### src/rtl/chr_pkg.sv
`default_nettype none

package chr_pkg;

    // Item field widths
    localparam int KEY_W  = 64;
    localparam int MODE_W = 2;
    localparam int SLOT_W = 5;

    // Operation codes carried on the input side
    localparam logic [MODE_W-1:0] MODE_ADD    = 2'd0;
    localparam logic [MODE_W-1:0] MODE_REMOVE = 2'd1;
    localparam logic [MODE_W-1:0] MODE_LOOKUP = 2'd2;

    // Source of the result fields
    typedef enum logic [1:0] {
        RES_ECHO,
        RES_HIT,
        RES_MISS
    } chr_res_sel_t;

    // Controller to datapath commands
    typedef struct packed {
        logic         load;
        logic         clr_step;
        logic         wr_slot;
        logic         scan_start;
        logic         scan_read;
        logic         res_capture;
        chr_res_sel_t res_sel;
        logic         out_load;
    } chr_cmd_t;

    // Datapath to controller status
    typedef struct packed {
        logic              mod_busy;
        logic              clr_last;
        logic              scan_hit;
        logic              scan_done;
        logic              out_free;
        logic [MODE_W-1:0] mode;
    } chr_status_t;

endpackage

`default_nettype wire

### src/rtl/consistent_hash_ring_core.sv
// Consistent-hashing ring with RING_SIZE slots.
// Input channel s_: s_tuser carries the mode (add, remove, look up), s_tdata the
// 64-bit key. Each item produces exactly one result item on m_: m_tdata holds the
// server id and the slot (the key's ring position, low 5 bits), m_tuser the found flag.
// The key is hashed by a 64-bit xorshift and reduced modulo RING_SIZE in a pipelined
// unit (weighted sum of 16-bit chunks, reciprocal quotient, one correction).
// Add and remove: once the position is ready the slot is written and the result held;
// it moves into the output register as soon as that register is free.
// Lookup: the ring memory is read one slot per cycle from the hashed position,
// stopping at the first valid slot, so 1 to RING_SIZE slots are visited.
// One item is worked on at a time; the next item is accepted from the cycle after the
// previous result has moved into the output register, even while that result is stalled.
// When the receiver holds m_tready low, the result stays in the output register
// and a following result waits until it is taken.
// After reset the ring memory is swept invalid, one slot per cycle, through all RING_SIZE
// slots; s_tready stays low during the sweep and the ring then starts empty.
`default_nettype none

module consistent_hash_ring_core
    import chr_pkg::*;
#(
    parameter int RING_SIZE = 32
) (
    input  wire         aclk,
    input  wire         aresetn,
    input  wire         s_tvalid,
    output logic        s_tready,
    input  wire  [63:0] s_tdata,   // [63:0] key
    input  wire  [1:0]  s_tuser,   // [1:0] mode
    output logic        m_tvalid,
    input  wire         m_tready,
    output logic [71:0] m_tdata,   // [63:0] server_id, [68:64] slot, [71:69] zero
    output logic        m_tuser    // [0] found
);

    chr_cmd_t            cmd;
    chr_status_t         status;
    logic [KEY_W-1:0]    out_server;
    logic [SLOT_W-1:0]   out_slot;

    chr_ctrl u_ctrl (
        .aclk     (aclk),
        .aresetn  (aresetn),
        .in_valid (s_tvalid),
        .in_ready (s_tready),
        .status   (status),
        .cmd      (cmd)
    );

    chr_dp #(
        .RING_SIZE (RING_SIZE)
    ) u_dp (
        .aclk       (aclk),
        .aresetn    (aresetn),
        .cmd        (cmd),
        .status     (status),
        .in_mode    (s_tuser),
        .in_key     (s_tdata),
        .out_ready  (m_tready),
        .out_valid  (m_tvalid),
        .out_server (out_server),
        .out_found  (m_tuser),
        .out_slot   (out_slot)
    );

    // Pack the result fields
    assign m_tdata = {3'b000, out_slot, out_server};

endmodule

`default_nettype wire

### src/rtl/chr_posmod.sv
`default_nettype none

module chr_posmod
    import chr_pkg::*;
#(
    parameter int RING_SIZE = 32
) (
    input  wire                           aclk,
    input  wire                           aresetn,
    input  wire                           start,
    input  wire  [KEY_W-1:0]              hash_in,
    output logic                          busy,
    output logic [$clog2(RING_SIZE)-1:0]  pos
);

    localparam int IDX_W   = $clog2(RING_SIZE);
    localparam int CHUNK_W = 16;
    localparam int SUM_W   = CHUNK_W + IDX_W + 2;
    localparam int STEPS   = 3;
    localparam int STEP_W  = $clog2(STEPS);

    // Residue of each 16-bit chunk weight 2^(16k) modulo the ring size
    localparam logic [SUM_W-1:0] WEIGHT_0 = SUM_W'(64'd1 % 64'(RING_SIZE));
    localparam logic [SUM_W-1:0] WEIGHT_1 = SUM_W'((64'd1 << CHUNK_W) % 64'(RING_SIZE));
    localparam logic [SUM_W-1:0] WEIGHT_2 =
        SUM_W'((64'd1 << (2 * CHUNK_W)) % 64'(RING_SIZE));
    localparam logic [SUM_W-1:0] WEIGHT_3 =
        SUM_W'((64'd1 << (3 * CHUNK_W)) % 64'(RING_SIZE));

    // Scaled reciprocal; the quotient it gives is short by at most one
    localparam logic [SUM_W-1:0] RECIP  = SUM_W'((64'd1 << SUM_W) / 64'(RING_SIZE));
    localparam logic [SUM_W-1:0] RING_N = SUM_W'(RING_SIZE);
    localparam logic [IDX_W:0]   RING_R = (IDX_W + 1)'(RING_SIZE);

    logic [SUM_W-1:0]   sum_reg;
    logic [SUM_W-1:0]   quot_reg;
    logic [IDX_W:0]     rem_reg;
    logic [IDX_W-1:0]   pos_reg;
    logic [STEP_W-1:0]  cnt_reg;
    logic               busy_reg;
    logic [SUM_W-1:0]   sum_next;
    logic [2*SUM_W-1:0] prod;
    logic [SUM_W-1:0]   back;
    logic [SUM_W-1:0]   diff;
    logic [IDX_W:0]     rem_fix;

    // Fold the hash to a small sum with the same residue, then divide by reciprocal
    always_comb begin
        sum_next = SUM_W'(hash_in[CHUNK_W-1:0]) * WEIGHT_0
                 + SUM_W'(hash_in[2*CHUNK_W-1:CHUNK_W]) * WEIGHT_1
                 + SUM_W'(hash_in[3*CHUNK_W-1:2*CHUNK_W]) * WEIGHT_2
                 + SUM_W'(hash_in[4*CHUNK_W-1:3*CHUNK_W]) * WEIGHT_3;
        prod     = (2 * SUM_W)'(sum_reg) * (2 * SUM_W)'(RECIP);
        back     = quot_reg * RING_N;
        diff     = sum_reg - back;
        rem_fix  = (rem_reg >= RING_R) ? rem_reg - RING_R : rem_reg;
    end

    // Count the pipeline steps after start
    always_ff @(posedge aclk) begin
        if (!aresetn) begin
            busy_reg <= 1'b0;
            cnt_reg  <= '0;
        end else if (start) begin
            busy_reg <= 1'b1;
            cnt_reg  <= '0;
        end else if (busy_reg) begin
            cnt_reg <= cnt_reg + STEP_W'(1);
            if (cnt_reg == STEP_W'(STEPS - 1)) begin
                busy_reg <= 1'b0;
            end
        end
    end

    // Advance sum, quotient, remainder and position; hold once done
    always_ff @(posedge aclk) begin
        if (start) begin
            sum_reg <= sum_next;
        end
        if (busy_reg) begin
            quot_reg <= prod[2*SUM_W-1:SUM_W];
            rem_reg  <= diff[IDX_W:0];
            pos_reg  <= rem_fix[IDX_W-1:0];
        end
    end

    assign busy = busy_reg;
    assign pos  = pos_reg;

endmodule

`default_nettype wire

### src/rtl/chr_dp.sv
`default_nettype none

module chr_dp
    import chr_pkg::*;
#(
    parameter int RING_SIZE = 32
) (
    input  wire                   aclk,
    input  wire                   aresetn,
    input  chr_cmd_t              cmd,
    output chr_status_t           status,
    input  wire  [MODE_W-1:0]     in_mode,
    input  wire  [KEY_W-1:0]      in_key,
    input  wire                   out_ready,
    output logic                  out_valid,
    output logic [KEY_W-1:0]      out_server,
    output logic                  out_found,
    output logic [SLOT_W-1:0]     out_slot
);

    localparam int IDX_W = $clog2(RING_SIZE);
    localparam int CNT_W = $clog2(RING_SIZE + 1);

    logic [KEY_W:0]      ring_mem [RING_SIZE];

    logic [KEY_W-1:0]    key_reg;
    logic [MODE_W-1:0]   mode_reg;
    logic [IDX_W-1:0]    clr_addr_reg;
    logic [IDX_W-1:0]    scan_addr_reg;
    logic [CNT_W-1:0]    scan_cnt_reg;
    logic [KEY_W:0]      rd_data_reg;
    logic                rd_vld_reg;
    logic [KEY_W-1:0]    res_server_reg;
    logic                res_found_reg;
    logic                m_valid_reg;
    logic [KEY_W-1:0]    m_server_reg;
    logic                m_found_reg;
    logic [SLOT_W-1:0]   m_slot_reg;

    logic [IDX_W-1:0]    pos;
    logic                mod_busy;
    logic [31:0]         pos_wide;
    logic [IDX_W-1:0]    wr_addr;
    logic [KEY_W:0]      wr_data;
    logic                wr_en;

    function automatic logic [KEY_W-1:0] ring_hash(input logic [KEY_W-1:0] v);
        logic [KEY_W-1:0] x;
        x = v ^ (v << 13);
        x = x ^ (x >> 17);
        x = x ^ (x << 5);
        return x;
    endfunction

    // Reduce the hash to a ring position
    chr_posmod #(
        .RING_SIZE (RING_SIZE)
    ) u_posmod (
        .aclk    (aclk),
        .aresetn (aresetn),
        .start   (cmd.load),
        .hash_in (ring_hash(in_key)),
        .busy    (mod_busy),
        .pos     (pos)
    );

    // Capture the accepted item
    always_ff @(posedge aclk) begin
        if (cmd.load) begin
            key_reg  <= in_key;
            mode_reg <= in_mode;
        end
    end

    // Write port: clearing sweep or add/remove at the hashed position
    always_comb begin
        wr_en   = cmd.clr_step || cmd.wr_slot;
        wr_addr = cmd.clr_step ? clr_addr_reg : pos;
        wr_data = {(mode_reg == MODE_ADD) && !cmd.clr_step, key_reg};
    end

    always_ff @(posedge aclk) begin
        if (wr_en) begin
            ring_mem[wr_addr] <= wr_data;
        end
        if (cmd.scan_read) begin
            rd_data_reg <= ring_mem[scan_addr_reg];
        end
    end

    // Advance the clearing address
    always_ff @(posedge aclk) begin
        if (!aresetn) begin
            clr_addr_reg <= '0;
        end else if (cmd.clr_step) begin
            clr_addr_reg <= clr_addr_reg + IDX_W'(1);
        end
    end

    // Walk the ring from the hashed position, wrapping at the end
    always_ff @(posedge aclk) begin
        if (!aresetn) begin
            scan_cnt_reg <= '0;
            rd_vld_reg   <= 1'b0;
        end else begin
            rd_vld_reg <= cmd.scan_read;
            if (cmd.scan_start) begin
                scan_cnt_reg <= '0;
            end else if (cmd.scan_read) begin
                scan_cnt_reg <= scan_cnt_reg + CNT_W'(1);
            end
        end
    end

    always_ff @(posedge aclk) begin
        if (cmd.scan_start) begin
            scan_addr_reg <= pos;
        end else if (cmd.scan_read) begin
            if (scan_addr_reg == IDX_W'(RING_SIZE - 1)) begin
                scan_addr_reg <= '0;
            end else begin
                scan_addr_reg <= scan_addr_reg + IDX_W'(1);
            end
        end
    end

    // Hold the result until the output register is free
    always_ff @(posedge aclk) begin
        if (cmd.res_capture) begin
            unique case (cmd.res_sel)
                RES_ECHO: begin
                    res_server_reg <= key_reg;
                    res_found_reg  <= 1'b1;
                end
                RES_HIT: begin
                    res_server_reg <= rd_data_reg[KEY_W-1:0];
                    res_found_reg  <= 1'b1;
                end
                default: begin
                    res_server_reg <= '0;
                    res_found_reg  <= 1'b0;
                end
            endcase
        end
    end

    // Output register
    assign pos_wide = 32'(pos);

    always_ff @(posedge aclk) begin
        if (!aresetn) begin
            m_valid_reg <= 1'b0;
        end else if (cmd.out_load) begin
            m_valid_reg <= 1'b1;
        end else if (out_ready) begin
            m_valid_reg <= 1'b0;
        end
    end

    always_ff @(posedge aclk) begin
        if (cmd.out_load) begin
            m_server_reg <= res_server_reg;
            m_found_reg  <= res_found_reg;
            m_slot_reg   <= pos_wide[SLOT_W-1:0];
        end
    end

    assign out_valid  = m_valid_reg;
    assign out_server = m_server_reg;
    assign out_found  = m_found_reg;
    assign out_slot   = m_slot_reg;

    // Status back to the controller
    always_comb begin
        status.mod_busy  = mod_busy;
        status.clr_last  = (clr_addr_reg == IDX_W'(RING_SIZE - 1));
        status.scan_hit  = rd_vld_reg && rd_data_reg[KEY_W];
        status.scan_done = (scan_cnt_reg == CNT_W'(RING_SIZE));
        status.out_free  = !m_valid_reg || out_ready;
        status.mode      = mode_reg;
    end

endmodule

`default_nettype wire

### src/rtl/chr_ctrl.sv
`default_nettype none

module chr_ctrl
    import chr_pkg::*;
(
    input  wire          aclk,
    input  wire          aresetn,
    input  wire          in_valid,
    output logic         in_ready,
    input  chr_status_t  status,
    output chr_cmd_t     cmd
);

    typedef enum logic [2:0] {
        ST_CLEAR,
        ST_IDLE,
        ST_HASH,
        ST_SCAN,
        ST_RESULT
    } state_t;

    state_t state_reg;
    state_t state_next;

    // Decode commands and next state
    always_comb begin
        state_next      = state_reg;
        cmd             = '0;
        cmd.res_sel     = RES_MISS;
        in_ready        = 1'b0;
        unique case (state_reg)
            ST_CLEAR: begin
                cmd.clr_step = 1'b1;
                if (status.clr_last) begin
                    state_next = ST_IDLE;
                end
            end
            ST_IDLE: begin
                in_ready = 1'b1;
                if (in_valid) begin
                    cmd.load   = 1'b1;
                    state_next = ST_HASH;
                end
            end
            ST_HASH: begin
                if (!status.mod_busy) begin
                    priority if (status.mode == MODE_LOOKUP) begin
                        cmd.scan_start = 1'b1;
                        state_next     = ST_SCAN;
                    end else if (status.mode == MODE_ADD ||
                                 status.mode == MODE_REMOVE) begin
                        cmd.wr_slot     = 1'b1;
                        cmd.res_capture = 1'b1;
                        cmd.res_sel     = RES_ECHO;
                        state_next      = ST_RESULT;
                    end else begin
                        cmd.res_capture = 1'b1;
                        cmd.res_sel     = RES_MISS;
                        state_next      = ST_RESULT;
                    end
                end
            end
            ST_SCAN: begin
                cmd.scan_read = !status.scan_done;
                priority if (status.scan_hit) begin
                    cmd.res_capture = 1'b1;
                    cmd.res_sel     = RES_HIT;
                    state_next      = ST_RESULT;
                end else if (status.scan_done) begin
                    cmd.res_capture = 1'b1;
                    cmd.res_sel     = RES_MISS;
                    state_next      = ST_RESULT;
                end
            end
            ST_RESULT: begin
                if (status.out_free) begin
                    cmd.out_load = 1'b1;
                    state_next   = ST_IDLE;
                end
            end
            default: begin
                state_next = ST_IDLE;
            end
        endcase
    end

    // Hold state
    always_ff @(posedge aclk) begin
        if (!aresetn) begin
            state_reg <= ST_CLEAR;
        end else begin
            state_reg <= state_next;
        end
    end

endmodule

`default_nettype wire

### config.mk
export PLATFORM = sky130hd
export DESIGN_NAME = consistent_hash_ring_core
export DESIGN_NICKNAME = d
export VERILOG_FILES = /design/src/rtl/chr_pkg.sv /design/src/rtl/consistent_hash_ring_core.sv /design/src/rtl/chr_posmod.sv /design/src/rtl/chr_dp.sv /design/src/rtl/chr_ctrl.sv
export SDC_FILE = /design/constraint.sdc
export NUM_CORES = 2
export LEC_CHECK = 0
export BUFFER_PORTS_ARGS = -buffer_cell sky130_fd_sc_hd__buf_2
export CORE_ASPECT_RATIO = 1.2
export CORE_MARGIN = 1
export CORE_UTILIZATION = 62
export DETAILED_ROUTE_END_ITERATION = 16
export PLACE_DENSITY = 0.8
export SLEW_MARGIN = 20
export SYNTH_ARGS = -nofsm -noshare
export SYNTH_HDL_FRONTEND = slang
export SYNTH_HIERARCHICAL = 1
export SYNTH_SLANG_ARGS = --single-unit
### constraint.sdc
create_clock -name aclk -period 6.1 [get_ports aclk]
set_clock_uncertainty 0.2 [all_clocks]
set_input_delay 0.915 -clock aclk [delete_from_list [all_inputs] [get_ports aclk]]
set_output_delay 0.915 -clock aclk [all_outputs]
set_load 0.05 [all_outputs]
==> results.toml <==
[outcome]
status = "finished clean"

[floorplanning]
die_x_um = 349
start_util_pct = 62.6
coreArea_sq_mm = 0.143
row_count = 152
dieArea_sq_mm = 0.146
fp.dieH_um = 419
ios = 145

[clock_tree]
cts_tree = "built"
cts_sinks = 2385
cts_buffers = 211
clockBufferDepth = 3
cts_resized = 0
h-tree-depth = 4
root_buffer = "clkbuf_16"
clk_pin_slew_ns = 0.06
clock_latency_ns = 0.85

[final_layout]
synthToLayoutAreaGrowth_pct = 12.6
final_common_cell = "edfxtp_1"
final_cells = 6035
final_cell_mix = "2,366 x edfxtp_1, 647 x mux4_2, 217 x clkbuf_16"
drive_gt1_share_pct = 32.6
final_area_sq_mm = 0.101
largest_register_ffs = 2080
num-nets-final = 4012

[drt]
antenna_left = 0
vias = 43100
routedWlPerCell_um = 38.1
drt_iter0_drc = 6759
drcViolationCount = 0
routed_via_density = 7.14
dr.pass1.iters = 5
wirelength_um = 230000

[sta]
setup_viol_count_final = 0
fmax_mhz = 242
fin_crit_ns = 4.14
rsz0062_at_grt = "no"
setup_slack_ns = 1.96
tns_ns = 0
whs_ns = 0.0492
hold_viol_final = 0
worst_pin_slew_ns = 1.18
slew_headroom_pct = 21.5
drv_slew = 0
finalCritPeriodShare_pct = 67.9

[logic_synthesis]
ys_warn_count = 6
syn_avg_cell_area_sq_um = 24.9
synthCells = 3594
syn_area_sq_mm = 0.0896

[critical_path]
crit_arrival_ns = 4.43
worst-setup-path-type = "reg2reg"
worstSetupStartpointType = "flip-flop"
end_kind = "flip-flop"
worst-endpoint-required_ns = 6.39
ff2ff_setup_slack_ns = 1.96
cp_max_fo = 23

[global_routing]
first_global_vias = 43400
grt.total_usage_pct = 31.9
grt_start_max_net_pins = 163
antenna_found_initial = 8
overflow = 0
grt_first_pass_wirelength_um = 323000

[place]
dp_worst_setup_slack_ns = 2.06
place_inst = 5591
dpl.hpwl_um = 108000
io_buffers = 141
place_area_sq_mm = 0.0935
place_congestion = 0.780

[pwr]
static-leakage-power_uw = 0.0315
cellPowerDensity_mw_per_mm2 = 312
vdd_ir_drop_max_v = 0.000344

[run]
maxCapViolCount = 0

[min_path]
hp-class = "in2reg"
==> final timing paths <==
kind | start | endpoint | cells after the start
max | u_ctrl/state_reg[1] | u_dp/ring_mem[29][36] | 6
min | s_tdata[57] | u_dp/key_reg[57] | 1
max reg2reg | u_ctrl/state_reg[1] | u_dp/ring_mem[29][36] | 6
min reg2reg | u_dp/res_server_reg[50] | u_dp/out_server[50] | 0
==> critical path: stages, from the launching register on <==
cell,delay (ns)
dfxtp_1,0.63
or4b_4,0.59
nor2_4,0.23
nor4bb_1,0.31
a31oi_2,0.27
nor2_4,0.95
buf_4,0.53
==> metrics by stage <==
step / power (uW) / util [%]
final: 31500 / 70.5
after detailed placement: 18600 / 65.3
after global placement: 18600 / 65.2
after global routing: 32100 / 70.5
after floorplan: 18400 / -
after CTS: 31600 / 70.2
==> what timing repair did <==
item / CTS / global route
setup buffers: 0 / 0
hold endpoints to repair: 27 / 0
hold buffers: 27 / 0
==> layout make-up <==
class | count | area [sq um]
diodes | 6 | 15.0
multi-input cells | 1022 | 17700
well taps | 1925 | 2410
clock buffers | 266 | 5650
clock inverters | 116 | 1030
fillers | 7498 | 42300
repair buffers | 305 | 2700
flip-flops and latches | 2385 | 71400
inverters | 10 | 37.5
==> per-layer routing <==
| metal | GRT usage, % | wire length, um | up-vias |
|---|---|---|---|
| li1 | - | - | 16100 |
| met1 | 42.8 | 78600 | 22700 |
| met2 | 51.5 | 115000 | 3661 |
| met3 | 7.39 | 26600 | 613 |
| met4 | 12.5 | 9390 | 4 |
| met5 | 0 | 27 | - |
==> power breakdown <==
group,leakage [uW],switching [uW],total (uW),internal [uW]
Combinational,0.00665,237,353,116
Clock,0.00328,5980,13200,7190
Sequential,0.0215,49.9,18000,17900
Note: power is estimated with default switching activity, not from simulation.
